File: src/ilsi_pkg.sv
`timescale 1ns / 1ps

package ilsi_pkg;

    localparam int DEPTH_DEF      = 64;
    localparam int VALUE_BITS_DEF = 32;

    localparam int OP_BITS     = 3;
    localparam int INDEX_BITS  = 6;
    localparam int DATA_BITS   = 32;
    localparam int STATUS_BITS = 2;
    localparam int COUNT_BITS  = 7;

    typedef enum logic [OP_BITS-1:0] {
        OP_WRITE  = 3'd0,
        OP_READ   = 3'd1,
        OP_APPEND = 3'd2,
        OP_INSERT = 3'd3,
        OP_REMOVE = 3'd4
    } op_t;

    typedef enum logic [STATUS_BITS-1:0] {
        ST_DONE  = 2'd0,
        ST_INDEX = 2'd1,
        ST_FULL  = 2'd2
    } status_t;

    // per-request command broadcast to every cell
    typedef struct packed {
        logic load;   // load the new value at pos
        logic ins;    // insert at pos, shift up
        logic rem;    // remove at pos, shift down
        logic rd;     // capture entry at pos
    } ctl_t;

endpackage

File: src/ilsi_cell.sv
`timescale 1ns / 1ps

module ilsi_cell #(
    parameter int VALUE_BITS = ilsi_pkg::VALUE_BITS_DEF,
    parameter int CMP_W      = ilsi_pkg::INDEX_BITS + 1,
    parameter int POS        = 0
) (
    input  logic                  clk,
    input  ilsi_pkg::ctl_t        ctl,
    input  logic [CMP_W-1:0]      pos,
    input  logic [CMP_W-1:0]      cnt,
    input  logic [VALUE_BITS-1:0] wval,
    input  logic [VALUE_BITS-1:0] left,
    input  logic [VALUE_BITS-1:0] right,
    output logic [VALUE_BITS-1:0] data,
    output logic [VALUE_BITS-1:0] rd_data
);

    localparam logic [CMP_W-1:0] MY_POS = CMP_W'(POS);

    logic [VALUE_BITS-1:0] data_reg;
    logic [VALUE_BITS-1:0] data_next;
    logic [VALUE_BITS-1:0] rd_reg;
    logic [VALUE_BITS-1:0] rd_next;
    logic                  at_pos;
    logic                  above_pos;
    logic                  below_last;

    assign at_pos     = (MY_POS == pos);
    assign above_pos  = (MY_POS > pos);
    // this cell is below count - 1, so its right neighbor holds a live entry
    assign below_last = ((CMP_W + 1)'(MY_POS) + (CMP_W + 1)'(1)) < (CMP_W + 1)'(cnt);

    always_comb
    begin
        data_next = data_reg;
        if ((ctl.load || ctl.ins) && at_pos)
        begin
            data_next = wval;
        end
        else if (ctl.ins && above_pos && (MY_POS <= cnt))
        begin
            data_next = left;
        end
        else if (ctl.rem && (at_pos || above_pos) && below_last)
        begin
            data_next = right;
        end
    end

    assign rd_next = (ctl.rd && at_pos) ? data_reg : '0;

    always_ff @(posedge clk)
    begin
        data_reg <= data_next;
        rd_reg   <= rd_next;
    end

    assign data    = data_reg;
    assign rd_data = rd_reg;

endmodule

File: config.mk
export PLATFORM = sky130hd
export DESIGN_NAME = ilsi_cell
export DESIGN_NICKNAME = d
export VERILOG_FILES = /design/src/ilsi_pkg.sv /design/src/ilsi_cell.sv
export SDC_FILE = /design/constraint.sdc
export NUM_CORES = 1
export LEC_CHECK = 0
export ABC_AREA = 0
export BUFFER_PORTS_ARGS = -buffer_cell sky130_fd_sc_hd__buf_2
export CAP_MARGIN = 0
export CORE_AREA = 2 2 81 83
export DETAILED_ROUTE_END_ITERATION = 10
export DIE_AREA = 0 0 83 85
export GPL_TIMING_DRIVEN = 0
export PLACE_DENSITY = 0.78
export SYNTH_ARGS = -nofsm -noshare
export SYNTH_HDL_FRONTEND = slang
export SYNTH_SLANG_ARGS = --single-unit
File: constraint.sdc
create_clock -name clk -period 2.45 [get_ports clk]
set_input_delay 0.1225 -clock clk [delete_from_list [all_inputs] [get_ports clk]]
set_output_delay 0.1225 -clock clk [all_outputs]
set_load 0.01 [all_outputs]
======== After elaboration in Yosys (flattened, before gate mapping) ========
Cells that the tools add are included.
word-level totals
  register bits after elaboration ......... 64
  bits of input ports ..................... 115
  output and inout bits ................... 64
  logic and storage cells ................. 18
operators by class
  order comparisons ....................... 3
  mux-type cells .......................... 3
  reduce and logical (&&, ||, !) cells .... 10
operators with widths
  cell                                                                   number
  32-bit 2-to-1 mux                                                      3
  1-bit by 7-bit > comparator with 1-bit output (first input constant)   1
  1-bit by 7-bit <= comparator with 1-bit output (first input constant)  1
  7-bit zero test                                                        1
  1-bit by 7-bit < comparator with 1-bit output (first input constant)   1
  1-bit logical AND                                                      6
  3-bit nonzero test                                                     1
  1-bit logical OR                                                       2

======== Depth between registers and ports, before layout ========
  depth in word-level cells ............... 7
  depth in mapped cells ................... 4
  depth with buffers taken out ............ 3

======== Least setup slack after synthesis ========
OpenSTA, ideal clock, no wires.
  kind .................................... input port to flip-flop
  from .................................... input port cnt[2]
  to ...................................... register data_reg[0], in the netlist data[0] (enable)
  setup time .............................. 395 ps
  data arrival time ....................... 1502 ps
  data required time ...................... 2055 ps
  slack ................................... 553 ps
  cell stages on the path ................. 3
  path buffers ............................ 0
  cell sequence ........................... or4_1 o31a_1 o311a_1
between the ends
  cells in the longest elaborated chain, start to end .. 3
  elaborated cells on any way between the ends .. 5
  those cells by class .................... order compare (2); reduce/logical (3)
RTL lines
  element                                                                                                                 RTL line                          source
  from (decl)                                                                                                             ilsi_cell.sv:11                   input logic [CMP_W-1:0] cnt,
  1-bit by 7-bit <= comparator with 1-bit output / 1-bit by 7-bit < comparator with 1-bit output (equally long branches)  ilsi_cell.sv:41, ilsi_cell.sv:32
  1-bit logical AND, on equally long branches                                                                             ilsi_cell.sv:41, ilsi_cell.sv:45
  3-bit nonzero test (no line) *                                                                                          -
  to (signal assigned)                                                                                                    ilsi_cell.sv:55                   data_reg <= data_next;
  to (decl)                                                                                                               ilsi_cell.sv:21                   logic [VALUE_BITS-1:0] data_reg;
Mark *: on every way between the ends. The rest lies on a longest branch, timed or not.
A chain may end at the register's enable or synchronous reset.

======== Worst setup path after layout ========
  from .................................... input port cnt[2]
  to ...................................... register data_reg[16], in the netlist data[16] (enable)
The elaborated chain is that of the path after synthesis.

==> summary.md <==
| Metric | Value |
|---|---|
| Nets | between 400 and 500 |
| Die ar. | roughly 7100 um^2 |
| CTS tree | done |
| # hold bufs at CTS | 0 |
| Setup Crit Path Kind | input port to flip-flop |
| Core area | around 6200 um^2 |
| Die Height | about 85 um |
| GR Overflow Total | 0 |
| Wire per inst | 13.53 um |
| Area leader, netlist | edfxtp_1 |
| Slew margin rel. | 0.4877 |
| Row cnt | 29 |
| Drt first-iter violations | 18 |
| Most frequent cells in the layout | buf_2 (145), edfxtp_1 (32), dfxtp_1 (32), mux2_4 (30), and2_1 (20) |
| Post-Syn Area | approximately 2400 um^2 |
| Crit start category | input port |
| Syn Nets | approximately 260 |
| Setup slack at placement | approximately 460 ps |
| Setup TNS | 0 ps |
| Post-CTS Setup Bufs | 0 |
| Diodes inserted | 0 |
| Final HPWL DP | a little over 4 mm |
| Yosys Warn Count | 0 |
| Max Buffers Root-to-Sink | 2 |
| GRT Total Usage | 0.1449 |
| CTS Buf Count | 9 |
| Layout cells sized above 1 | 0.7020 |
| Total wire length | approximately 5 mm |
| Tmin final | between 1500 and 2000 ps |
| Sequential area share after synthesis | 0.6629 |
| Hold Fails Final Rpt | 0 |
| Slowest cell on crit path | o311a_2 |
| VDD IR-drop max | roughly 0.00039 V |
| Clock-pin slew on the worst setup and hold paths | 80 ps |
| PD cells | between 500 and 600 nW/um^2 |
| Area of the multi-input gates | between 700 and 800 um^2 |
| Ranking of synthesized cells by area | edfxtp_1 (40%), dfxtp_1 (27%), mux2_4 (19%), and2_1 (5.2%), and2_2 (3.7%) |
| H-tree depth | 3 |
| Vias per cell | 4.388 |
| Max-slew violations | 0 |
| Pre-Repair DR Iteration Count | 4 |
| FF+latch count, synth | 64 |
| Area delta synth->final | 41.22% |
| DRC Markers | 0 |
| GPL Wtd Cong | roughly 0.72 |
| Period utilization | 0.6616 |
| Starting density of the core | 0.3894 |
| Slowest stage delay, CP | approximately 620 ps |
| Share of the synthesized area in the top cell type | 0.3977 |
| Antenna-violating nets left | 0 |
| Netlist cell types | 15 |
| Chip Width | 83 um |
| Mean Syn Cell Area | ~17 um^2 |
| DR WL met2 | around 2.9 mm |
| Outcome | completed |
| Max_cap viols | 0 |
| Largest net degree at the start of global routing | 33 |
| Cell count after synthesis | between 100 and 150 |
| Crit path max-delay family | compound AO/OA/AOI/OAI gates |
| Clock Skews | around 5.9 ps |
| Setup-failing EPs final | 0 |
| Worst Path Required | 2440 ps |
| RSZ-0062 raised after global routing | no |
| Vias | about 1700 |
| Fmax | 616.9 MHz |
| Met1 WL | approximately 1.8 mm |
| First-pass GRT wire length | ~7.9 mm |
| Worst Hold Class | input port to flip-flop |
| Total I/O pin count | between 150 and 200 |
| Metal3 WL | roughly 310 um |
| Worst Path Arrival | roughly 1600 ps |
| Actual slew at the worst max-slew pin | roughly 770 ps |
| Worst-path cell chain | buf_2 -> or4_1 -> o31a_1 -> o311a_2 |
| Bufs and invs on worst path | 1 |
| Commonest non-fill, non-tap cell in the layout | buf_2 |
| Sink Count | 64 |
| Final setup margin | ~830 ps |
| Initial antenna violation count | 0 |
| Post-CTS Resized | 0 |
| Crit path max fanout | 32 |
| Leakage | around 1.7 nW |
| I/O Buffers | between 100 and 150 |
| Top Layer Used | met4 |
| Clk_lat worst skew | between 300 and 400 ps |
| Vias in the first global route | roughly 1700 |
| Fill count | between 500 and 600 |
| Clk root buf | clkbuf_8 |
| Register area | 1602 um^2 |
| CP Capture Type | flip-flop |
-- stage by stage --
stage | cell area [um^2] | hold slack (ps) | util | cells | total power, W
6_report | 3412 | 81.14 | 0.5499 | 379 | 0.002021
5_1_grt | 3412 | 68.25 | 0.5499 | 379 | 0.002106
4_1_cts | 3412 | 67.93 | 0.5499 | 379 | 0.002047
3_5_place_dp | 3239 | 425.7 | 0.5221 | 363 | 0.001278
3_3_place_gp | 3238 | 423.2 | 0.5219 | 363 | 0.001272
2_1_floorplan | 2416 | 340.0 | - | 141 | 0.001201
-- synth_stat cells --
library cell and instances:
and2_1 20, o211ai_4 1, mux2_2 2, dfxtp_1 32
and3_2 1, clkbuf_1 3, o311a_1 1, o31a_1 1
buf_6 3, and2_2 12, nor3_1 1, nor4_4 1
mux2_4 30, or4_1 1, edfxtp_1 32
-- final timing paths --
path	to	depth (start not counted)	start	slack, ps
setup / recovery	data[16]	4	cnt[2]	830
setup reg to reg	rd_data[0]	1	data[0]	1760
hold / removal	data[5]	2	right[5]	80
hold reg to reg	rd_data[25]	1	data[25]	470
-- cell type report --
| cell class | count | area share |
|---|---|---|
| flip-flops and latches | 64 | 0.4694 |
| multi-input cells | 71 | 0.2259 |
| repair buffers | 145 | 0.2127 |
| clock buffers | 9 | 0.03630 |
| well taps | 77 | 0.02824 |
| clock inverters | 7 | 0.01430 |
| plain buffers | 6 | 0.01320 |
-- cell families after synthesis --
family | after synthesis | synth area share
AO/OA/AOI/OAI | 3 | 0.01657
AND/OR/NAND/NOR | 36 | 0.1062
multiplexers | 32 | 0.1958
flip-flops | 64 | 0.6629
buffers and inverters | 6 | 0.01864
-- per-layer routing --
metal	GRT usage	vias up
li1	-	813
met1	0.1495	767
met2	0.2735	74
met3	0.03210	9
met4	0.07601	0
met5	0	-
-- power breakdown --
| part | switching (W) | internal, W | leakage [nW] |
|---|---|---|---|
| clock | 0.000406 | 0.000364 | 0.0772 |
| combinational | 0.0000376 | 0.0000864 | 1.07 |
| sequential | 0.00000152 | 0.00113 | 0.545 |
Note: power is estimated with default switching activity, not from simulation.
